### src/rtl/lrf_pkg.sv
// ----------------------------------------------------------------------------
// lrf_pkg
// shared types, codes and the crc helper for the log record framer
// ----------------------------------------------------------------------------
package lrf_pkg;

    // widths of the stored counters and registers
    localparam int SEGMENT_SIZE_BITS = 40;
    localparam int LEN_W             = 32;
    localparam int CRC_W             = 32;
    localparam int AGE_W             = 32;
    localparam int MAX_BYTES_W       = 40;
    localparam int MAX_AGE_W         = 32;
    localparam int BYTE_W            = 8;

    // configuration port
    localparam int CFG_ADDR_W = 2;
    localparam int CFG_DATA_W = 40;
    localparam logic [CFG_ADDR_W-1:0] CFG_FRAMED_MODE = 2'd0;
    localparam logic [CFG_ADDR_W-1:0] CFG_MAX_BYTES   = 2'd1;
    localparam logic [CFG_ADDR_W-1:0] CFG_MAX_AGE     = 2'd2;

    // stream payload widths
    localparam int S_TDATA_W = 8;
    localparam int KIND_W    = 2;
    localparam int M_FIELD_W = BYTE_W + 1 + LEN_W + CRC_W;
    localparam int M_TDATA_W = ((M_FIELD_W + 7) / 8) * 8;
    localparam int M_PAD_W   = M_TDATA_W - M_FIELD_W;

    // segment size arithmetic
    localparam int ADD_W     = LEN_W + 1;
    localparam int SEG_CMP_W = (SEGMENT_SIZE_BITS > MAX_BYTES_W) ?
                               SEGMENT_SIZE_BITS : MAX_BYTES_W;
    localparam int SEG_SUM_W = ((SEGMENT_SIZE_BITS > ADD_W) ?
                                SEGMENT_SIZE_BITS : ADD_W) + 1;
    localparam logic [SEGMENT_SIZE_BITS-1:0] SEG_MASK = {SEGMENT_SIZE_BITS{1'b1}};
    localparam logic [3:0] FRAME_OVERHEAD = 4'd8;

    localparam logic [CRC_W-1:0]  CRC_POLY = 32'hEDB8_8320;
    localparam logic [CRC_W-1:0]  CRC_INIT = 32'hFFFF_FFFF;
    localparam logic [BYTE_W-1:0] NEWLINE  = 8'h0A;

    typedef enum logic [KIND_W-1:0] {
        KIND_BYTE   = 2'd0,
        KIND_TICK   = 2'd1,
        KIND_ROTATE = 2'd2,
        KIND_EMPTY  = 2'd3
    } in_kind_t;

    typedef enum logic [KIND_W-1:0] {
        OUT_BYTE    = 2'd0,
        OUT_TRAILER = 2'd1,
        OUT_ROTATED = 2'd2
    } out_kind_t;

    typedef enum logic [1:0] {
        PH_FIRST   = 2'd0,
        PH_NEWLINE = 2'd1,
        PH_TRAILER = 2'd2
    } phase_t;

    // reflected crc-32 over one byte, unrolled into an xor network
    function automatic logic [CRC_W-1:0] crc_update(logic [CRC_W-1:0] crc,
                                                    logic [BYTE_W-1:0] b);
        logic [CRC_W-1:0] c;
        c = crc ^ {{(CRC_W-BYTE_W){1'b0}}, b};
        for (int k = 0; k < BYTE_W; k++)
        begin
            c = c[0] ? (CRC_POLY ^ (c >> 1)) : (c >> 1);
        end
        return c;
    endfunction

endpackage

### src/rtl/log_record_framer_with_rotation.sv
// ----------------------------------------------------------------------------
// log_record_framer_with_rotation
// passes log record bytes, appends a missing newline, closes each record with
// a length and crc-32 trailer, and flags segment rotation on size or age
// ----------------------------------------------------------------------------
//
//  channel  | direction | handshake        | payload
//  ---------+-----------+------------------+------------------------------------
//  s_*      | in        | s_tvalid/tready  | tuser kind, tdata byte, tlast final
//  m_*      | out       | m_tvalid/tready  | tuser out kind, tdata result, tlast
//  cfg_*    | in        | cfg_we           | cfg_addr index, cfg_wdata value
//
//  an input word sits in the item register and a sequencer emits one result
//  word per cycle into the output register while the output slot is free:
//  none for a tick, one for a non-final byte or a forced rotation, two for
//  an empty record, two or three for a final byte (extra newline, then trailer)
//  the crc advances one byte per unstalled cycle in an unrolled xor network
//  s_tready stays high while the current item finishes in the same cycle,
//  so single-result items stream at one word per clock while m_tready holds
//  rst_n clears control, counters, configuration and the item register;
//  the output payload is not reset; no clearing pass
//
module log_record_framer_with_rotation
    import lrf_pkg::*;
(
    input  logic                  clk,
    input  logic                  rst_n,

    input  logic                  s_tvalid,
    output logic                  s_tready,
    input  logic [S_TDATA_W-1:0]  s_tdata,   // [7:0] data_byte
    input  logic [KIND_W-1:0]     s_tuser,   // [1:0] kind
    input  logic                  s_tlast,   // final_byte

    output logic                  m_tvalid,
    input  logic                  m_tready,
    // [7:0] out_byte, [8] rotate_before, [40:9] record_length,
    // [72:41] record_crc, upper bits zero
    output logic [M_TDATA_W-1:0]  m_tdata,
    output logic [KIND_W-1:0]     m_tuser,   // [1:0] out_kind
    output logic                  m_tlast,   // end_of_run

    input  logic                  cfg_we,
    input  logic [CFG_ADDR_W-1:0] cfg_addr,
    input  logic [CFG_DATA_W-1:0] cfg_wdata
);

    // configuration
    logic                         framed_mode_reg;
    logic [MAX_BYTES_W-1:0]       max_bytes_reg;
    logic [MAX_AGE_W-1:0]         max_age_reg;

    // item register
    logic                         item_valid_reg, item_valid_next;
    in_kind_t                     item_kind_reg;
    logic [BYTE_W-1:0]            item_byte_reg;
    logic                         item_last_reg;
    phase_t                       phase_reg, phase_next;

    // record and segment state
    logic                         in_record_reg, in_record_next;
    logic [LEN_W-1:0]             length_reg, length_next;
    logic [CRC_W-1:0]             crc_reg, crc_next;
    logic [SEGMENT_SIZE_BITS-1:0] seg_bytes_reg, seg_bytes_next;
    logic [AGE_W-1:0]             seg_age_reg, seg_age_next;

    // output register
    logic                         out_valid_reg, out_valid_next;
    out_kind_t                    out_kind_reg, out_kind_next;
    logic [BYTE_W-1:0]            out_byte_reg, out_byte_next;
    logic                         out_rot_reg, out_rot_next;
    logic [LEN_W-1:0]             out_len_reg, out_len_next;
    logic [CRC_W-1:0]             out_crc_reg, out_crc_next;
    logic                         out_last_reg;

    logic                         out_free;
    logic                         needs_out;
    logic                         step;
    logic                         last_phase;
    logic                         item_done;
    logic                         accept;
    logic                         emit;
    logic                         limit_hit;
    logic                         open_rot;
    logic [ADD_W-1:0]             seg_add;
    logic [SEG_SUM_W-1:0]         seg_sum;
    logic [SEGMENT_SIZE_BITS-1:0] seg_closed;

    // ---------------------------------------------------------------- control
    // output slot frees up when empty or being taken this cycle
    assign out_free  = !out_valid_reg || m_tready;
    // a tick produces no word, so it never waits on the output side
    assign needs_out = !(phase_reg == PH_FIRST && item_kind_reg == KIND_TICK);
    assign step      = item_valid_reg && (out_free || !needs_out);
    assign item_done = step && last_phase;
    assign s_tready  = !item_valid_reg || item_done;
    assign accept    = s_tvalid && s_tready;

    // rotation check, made only when a record opens
    assign limit_hit =
        ((max_bytes_reg != '0) &&
         (SEG_CMP_W'(seg_bytes_reg) >= SEG_CMP_W'(max_bytes_reg))) ||
        ((max_age_reg != '0) && (seg_age_reg >= max_age_reg));
    assign open_rot  = !in_record_reg && limit_hit;

    // segment size after a record closes, saturating at the top
    assign seg_add    = ADD_W'(length_reg) +
                        (framed_mode_reg ? ADD_W'(FRAME_OVERHEAD) : ADD_W'(0));
    assign seg_sum    = SEG_SUM_W'(seg_bytes_reg) + SEG_SUM_W'(seg_add);
    assign seg_closed = (seg_sum > SEG_SUM_W'(SEG_MASK)) ?
                        SEG_MASK : seg_sum[SEGMENT_SIZE_BITS-1:0];

    // sequencer next phase
    always_comb
    begin
        phase_next = phase_reg;
        last_phase = 1'b0;
        unique case (phase_reg)
            PH_FIRST:
            begin
                unique case (item_kind_reg)
                    KIND_BYTE:
                    begin
                        if (item_last_reg)
                        begin
                            // a final newline skips the appended one
                            phase_next = (item_byte_reg != NEWLINE) ?
                                         PH_NEWLINE : PH_TRAILER;
                        end
                        else
                        begin
                            last_phase = 1'b1;
                        end
                    end
                    KIND_EMPTY:  phase_next = PH_TRAILER;
                    KIND_TICK:   last_phase = 1'b1;
                    KIND_ROTATE: last_phase = 1'b1;
                endcase
            end
            PH_NEWLINE: phase_next = PH_TRAILER;
            PH_TRAILER: last_phase = 1'b1;
            default:    last_phase = 1'b1;
        endcase
        if (last_phase)
        begin
            phase_next = PH_FIRST;
        end
    end

    // per-phase result word and state update
    always_comb
    begin
        emit           = 1'b0;
        out_kind_next  = OUT_BYTE;
        out_byte_next  = '0;
        out_rot_next   = 1'b0;
        out_len_next   = '0;
        out_crc_next   = '0;
        in_record_next = in_record_reg;
        length_next    = length_reg;
        crc_next       = crc_reg;
        seg_bytes_next = seg_bytes_reg;
        seg_age_next   = seg_age_reg;
        unique case (phase_reg)
            PH_FIRST:
            begin
                unique case (item_kind_reg)
                    KIND_TICK:
                    begin
                        if (seg_age_reg != {AGE_W{1'b1}})
                        begin
                            seg_age_next = seg_age_reg + AGE_W'(1);
                        end
                    end
                    KIND_ROTATE:
                    begin
                        emit           = 1'b1;
                        out_kind_next  = OUT_ROTATED;
                        seg_bytes_next = '0;
                        seg_age_next   = '0;
                    end
                    KIND_BYTE, KIND_EMPTY:
                    begin
                        // crc and length already sit at their start values
                        // whenever no record is open
                        emit           = 1'b1;
                        out_byte_next  = (item_kind_reg == KIND_BYTE) ?
                                         item_byte_reg : NEWLINE;
                        out_rot_next   = open_rot;
                        in_record_next = 1'b1;
                        crc_next       = crc_update(crc_reg, out_byte_next);
                        length_next    = length_reg + LEN_W'(1);
                        if (open_rot)
                        begin
                            seg_bytes_next = '0;
                            seg_age_next   = '0;
                        end
                    end
                endcase
            end
            PH_NEWLINE:
            begin
                emit          = 1'b1;
                out_byte_next = NEWLINE;
                crc_next      = crc_update(crc_reg, NEWLINE);
                length_next   = length_reg + LEN_W'(1);
            end
            PH_TRAILER:
            begin
                emit           = 1'b1;
                out_kind_next  = OUT_TRAILER;
                out_len_next   = length_reg;
                out_crc_next   = crc_reg ^ CRC_INIT;
                seg_bytes_next = seg_closed;
                in_record_next = 1'b0;
                length_next    = '0;
                crc_next       = CRC_INIT;
            end
            default:
            begin
                emit = 1'b0;
            end
        endcase
    end

    assign item_valid_next = accept ? 1'b1 : (item_done ? 1'b0 : item_valid_reg);
    assign out_valid_next  = (step && emit) ? 1'b1 :
                             (m_tready ? 1'b0 : out_valid_reg);

    // -------------------------------------------------------------- registers
    always_ff @(posedge clk or negedge rst_n)
    begin
        if (!rst_n)
        begin
            framed_mode_reg <= 1'b0;
            max_bytes_reg   <= '0;
            max_age_reg     <= '0;
        end
        else if (cfg_we)
        begin
            unique case (cfg_addr)
                CFG_FRAMED_MODE: framed_mode_reg <= cfg_wdata[0];
                CFG_MAX_BYTES:   max_bytes_reg   <= cfg_wdata[MAX_BYTES_W-1:0];
                CFG_MAX_AGE:     max_age_reg     <= cfg_wdata[MAX_AGE_W-1:0];
                default:         ;
            endcase
        end
    end

    always_ff @(posedge clk or negedge rst_n)
    begin
        if (!rst_n)
        begin
            item_valid_reg <= 1'b0;
            phase_reg      <= PH_FIRST;
            in_record_reg  <= 1'b0;
            length_reg     <= '0;
            crc_reg        <= CRC_INIT;
            seg_bytes_reg  <= '0;
            seg_age_reg    <= '0;
            out_valid_reg  <= 1'b0;
        end
        else
        begin
            item_valid_reg <= item_valid_next;
            out_valid_reg  <= out_valid_next;
            if (step)
            begin
                phase_reg     <= phase_next;
                in_record_reg <= in_record_next;
                length_reg    <= length_next;
                crc_reg       <= crc_next;
                seg_bytes_reg <= seg_bytes_next;
                seg_age_reg   <= seg_age_next;
            end
        end
    end

    // item payload, reset so the sequencer never decodes an unknown kind
    always_ff @(posedge clk or negedge rst_n)
    begin
        if (!rst_n)
        begin
            item_kind_reg <= KIND_BYTE;
            item_byte_reg <= '0;
            item_last_reg <= 1'b0;
        end
        else if (accept)
        begin
            item_kind_reg <= in_kind_t'(s_tuser);
            item_byte_reg <= s_tdata[BYTE_W-1:0];
            item_last_reg <= s_tlast;
        end
    end

    // output payload registers, no reset
    always_ff @(posedge clk)
    begin
        if (step && emit)
        begin
            out_kind_reg <= out_kind_next;
            out_byte_reg <= out_byte_next;
            out_rot_reg  <= out_rot_next;
            out_len_reg  <= out_len_next;
            out_crc_reg  <= out_crc_next;
            out_last_reg <= last_phase;
        end
    end

    assign m_tvalid = out_valid_reg;
    assign m_tuser  = out_kind_reg;
    assign m_tlast  = out_last_reg;
    assign m_tdata  = {{M_PAD_W{1'b0}}, out_crc_reg, out_len_reg, out_rot_reg,
                       out_byte_reg};

`ifndef SYNTHESIS
    // a closed record always leaves crc and length at their start values
    assert property (@(posedge clk) disable iff (!rst_n)
        !in_record_reg |-> (crc_reg == CRC_INIT) && (length_reg == '0))
        else $error("crc or length not reset outside a record");

    // the newline and trailer phases only run inside an open record
    assert property (@(posedge clk) disable iff (!rst_n)
        (phase_reg != PH_FIRST) |-> item_valid_reg && in_record_reg)
        else $error("sequencer past first phase without an open record");

    // a trailer always ends the run of its input
    assert property (@(posedge clk) disable iff (!rst_n)
        out_valid_reg && (out_kind_reg == OUT_TRAILER) |-> out_last_reg)
        else $error("trailer word without end of run");

    // rotation is only flagged on a record byte
    assert property (@(posedge clk) disable iff (!rst_n)
        out_valid_reg && out_rot_reg |-> (out_kind_reg == OUT_BYTE))
        else $error("rotate flag on a non-byte word");

    // issuing a trailer closes the record
    assert property (@(posedge clk) disable iff (!rst_n)
        step && (phase_reg == PH_TRAILER) |=> !in_record_reg)
        else $error("record still open after its trailer");
`endif

endmodule

### config.mk
export PLATFORM = sky130hd
export DESIGN_NAME = log_record_framer_with_rotation
export DESIGN_NICKNAME = d
export VERILOG_FILES = /design/src/rtl/lrf_pkg.sv /design/src/rtl/log_record_framer_with_rotation.sv
export SDC_FILE = /design/constraint.sdc
export NUM_CORES = 1
export LEC_CHECK = 0
export ABC_AREA = 1
export ABC_CLOCK_PERIOD_IN_PS = 8600
export BUFFER_PORTS_ARGS = -buffer_cell sky130_fd_sc_hd__buf_4
export CAP_MARGIN = 20
export CORE_MARGIN = 8
export CORE_UTILIZATION = 55
export CTS_CLUSTER_DIAMETER = 30
export CTS_CLUSTER_SIZE = 20
export DETAILED_ROUTE_END_ITERATION = 8
export GPL_TIMING_DRIVEN = 0
export PLACE_DENSITY = 0.74
export SYNTH_ARGS = -nofsm -noshare
export SYNTH_HDL_FRONTEND = slang
export SYNTH_SLANG_ARGS = --single-unit
export TNS_END_PERCENT = 5
### constraint.sdc
create_clock -name clk -period 8.6 [get_ports clk]
set_clock_uncertainty 0.2 [all_clocks]
set_input_delay 0 -clock clk [delete_from_list [all_inputs] [get_ports clk]]
set_output_delay 0 -clock clk [all_outputs]
set_load 0.03 [all_outputs]
==> run metrics <==
yosys warns 0; dpl ws slightly below 5000 ps; reg-to-reg endpoint item_kind_reg[0]; Post-CTS Resized 0; site row count 71; critical path startpoint category flop; most used cell, CP a21oi_1; Ports ~140; htree depth 3; WL/cell roughly 19 um; worst min-delay path startpoint cfg_wdata[39]; crit path time final 4034 ps; routed wire length 69390 um; Clock Tree Buf Depth 3; register area share after synthesis ~38%; internal power roughly 5.4 mW; Port Buf Inserts roughly 140; Hold Path End max_bytes_reg[39]; clk slew on worst S/H paths roughly 50 ps; crit path DAT between 4000 and 5000 ps; critical path endpoint category flop; Worst Hold Depth 4; Synth cell types 65; FF-to-FF Start item_kind_reg[1]; Nets 3341; CTS tree built; Post CTS Setup Buffer Count 0; critical path required time ~9000 ps; status finished clean; GRT Residual Overflow 0; Reg power frac 24.3%; Die Wd 211.6 um; vias in the first global route 20180; Switching Fraction 45.06%; Hold Path Class in -> reg; P_leak about 13 nW; DR iter-0 viols approximately 1600; detailed-route via count between 20000 and 25000; die area roughly 45000 um2; Final Total Pwr 9.872 mW; unrepaired setup endpoints after global routing no; Final Cycle Share between 40% and 50%; clk root buf clkbuf_16; first-pass GRT wire length approximately 110000 um; R2R setup slack ~4600 ps; Detail Route Antenna Nets 0; initial antenna violation count 2; Final Hold Viols 0; combinational share of power just under 50%; Via density roughly 5.5; Initial Util between 50 and 60%; final setup violating endpoints 0; largest net degree at the start of global routing approximately 120; Detailed Place HPWL 51050 um; Yosys reg bits roughly 300; worst reg2reg path depth 15; first-pass iteration count of the detailed router 6; DRC Markers 0; Final TNS setup 0 ps; most frequent cells in the layout 801 x nand2_1, 411 x inv_1, 255 x nor2_1, 193 x dfrtp_1, 164 x o21ai_0; Area Growth Syn to Fin 23.76%; pwr dens ~380 nW/um2; Tot GR Track Use a little under a third; Psw 4.449 mW; Skew-Pair Late Insertion Delay slightly below 600 ps; CP Cell Sequence inv_1 > ha_1 > buf_6 > inv_2 > o21ai_1 > a21oi_1 > a21oi_1 > inv_1 > o21ai_2 > nand2_2 > buf_2 > nor2_1 > dlygate4sd3_1 > a21oi_1 > dlygate4sd3_1; Final Core Density about 70%; Clock Power Share 26.8%; Worst Max-Slew Pin Slew 879.0 ps; Worst VDD drop 210.5 uV; maximum net fanout on the critical path 10; slowest stage cell, crit path dlygate4sd3_1; TritonCTS sink count 301; CP Class reg -> reg; Buf/Inv on CP 7; Final Max Slew Viols 0; maxcap violations 0; share of cells above drive strength 1 11.88%; cell family with most CP delay buffers and inverters; Final WS setup about 4600 ps; FILL cells roughly 3100; hold_buf cts a little over 80; Synth Instances between 2000 and 3000; commonest non-fill, non-tap cell in the layout nand2_1; Core ar. between 30000 and 40000 um2; chip height roughly 210 um; Peak Freq around 250 MHz; syn_area_per_cell about 7.4 um2; Post-Syn Area approximately 21000 um2; gp weighted congestion 0.9807; Max stage delay on crit path between 500 and 600 ps; max_slew headroom between 40 and 50%; CTS Buf Count a little under 70
## cells by family (layout without fill, tap and decap cells)
logic type,after synthesis,after routing,share of synthesized area [%]
other,1,10,0.01783
multiplexers,4,4,0.2141
AO/OA/AOI/OAI,351,351,8.982
adder cells (fa/ha/maj),148,148,8.875
XOR/XNOR,153,153,7.352
AND/OR/NAND/NOR,1364,1364,27.22
flip-flops,301,301,37.81
buffers and inverters,511,863,9.535
## worst max-delay path by stage
stage / start / endpoint / slack (ps) / cells after the start
global route: item_kind_reg[0] / item_kind_reg[0] / 4450 / 15
finish: item_kind_reg[1] / item_kind_reg[0] / 4570 / 15
floorplan: phase_reg[0] / m_tlast / 1560 / 7
global placement: phase_reg[0] / out_len_reg[5] / -490 / 5
detailed placement: length_reg[3] / seg_bytes_reg[13] / 4800 / 17
CTS: length_reg[3] / seg_bytes_reg[13] / 4800 / 17
## layout make-up
class	count	area, um2	area share [%]
multi-input cells	2027	11100	42.66
flip-flops and latches	301	7953	30.55
repair buffers	225	1964	7.546
clock buffers	83	1819	6.988
inverters	419	1578	6.061
well taps	511	639.4	2.456
clock inverters	44	539.3	2.072
plain buffers	92	427.9	1.644
diodes	3	7.507	0.02884
## tightest hold or removal path: stages
cell and delay, ps:
dlygate4sd3_1 530, buf_4 100, nor2_1 50, a21oi_1 100
## per-stage QoR
step                      cell area [um2]  hold WS [ps]  cells
after global placement              22710         36.56   3485
after detailed placement            22820        -93.62   3492
after floorplan                     21060        -495.6   2839
final                               26030         44.99   3705
after CTS                           26030         3.631   3702
after global routing                26030         51.02   3703
## cell usage after synthesis (all sizes together)
| library cell | instances | area (um2) |
|---|---|---|
| a2111oi | 1 | 8.760 |
| a211oi | 1 | 7.510 |
| a21boi | 1 | 7.510 |
| a21o | 6 | 45.04 |
| a21oi | 131 | 655.6 |
| a221oi | 1 | 8.760 |
| a22o | 1 | 8.760 |
| a22oi | 2 | 15.01 |
| a2bb2oi | 5 | 43.79 |
| a311oi | 2 | 23.77 |
| a31oi | 6 | 37.54 |
| and2 | 4 | 25.02 |
| and3 | 2 | 12.51 |
| buf | 36 | 216.5 |
| clkbuf | 56 | 211.5 |
| clkinv | 1 | 8.760 |
| conb | 1 | 3.750 |
| dfrtp | 193 | 4830 |
| dfstp | 32 | 840.8 |
| edfxtp | 76 | 2282 |
| fa | 2 | 40.04 |
| ha | 146 | 1827 |
| inv | 418 | 1569 |
| mux2 | 4 | 45.04 |
| nand2 | 811 | 3093 |
| nand3 | 145 | 740.7 |
| nand3b | 7 | 56.30 |
| nand4 | 41 | 256.5 |
| nor2 | 262 | 1006 |
| nor3 | 56 | 290.3 |
| nor3b | 5 | 42.54 |
| nor4 | 24 | 156.4 |
| nor4b | 1 | 8.760 |
| o211ai | 4 | 30.03 |
| o21a | 6 | 45.04 |
| o21ai | 172 | 868.3 |
| o21bai | 4 | 30.03 |
| o22ai | 5 | 31.28 |
| o31ai | 3 | 22.52 |
| or2 | 6 | 37.54 |
| xnor2 | 58 | 571.8 |
| xor2 | 95 | 974.7 |
## power groups by stage
stage          clock [mW]  combinational, mW  sequential [mW]
5_1_grt              2.74               5.24             2.44
4_1_cts              2.66               4.75             2.38
3_5_place_dp            0               4.64             2.40
2_1_floorplan           0               2.90             2.70
6_report             2.64               4.83             2.40
3_3_place_gp            0               4.49             2.44
## per-layer routing
layer / up-vias / part of all wire, % / wire, um / track usage [%]
met1: 9564 / 42 / 29040 / 39.26
li1: 9695 / - / - / -
met2: 827 / 46 / 32150 / 50.27
met3: 207 / 7.2 / 4973 / 5.723
met4: 2 / 4.6 / 3216 / 15.53
met5: - / 0.013 / 9 / 0
No activity file was read; power rests on OpenSTA's default activity.
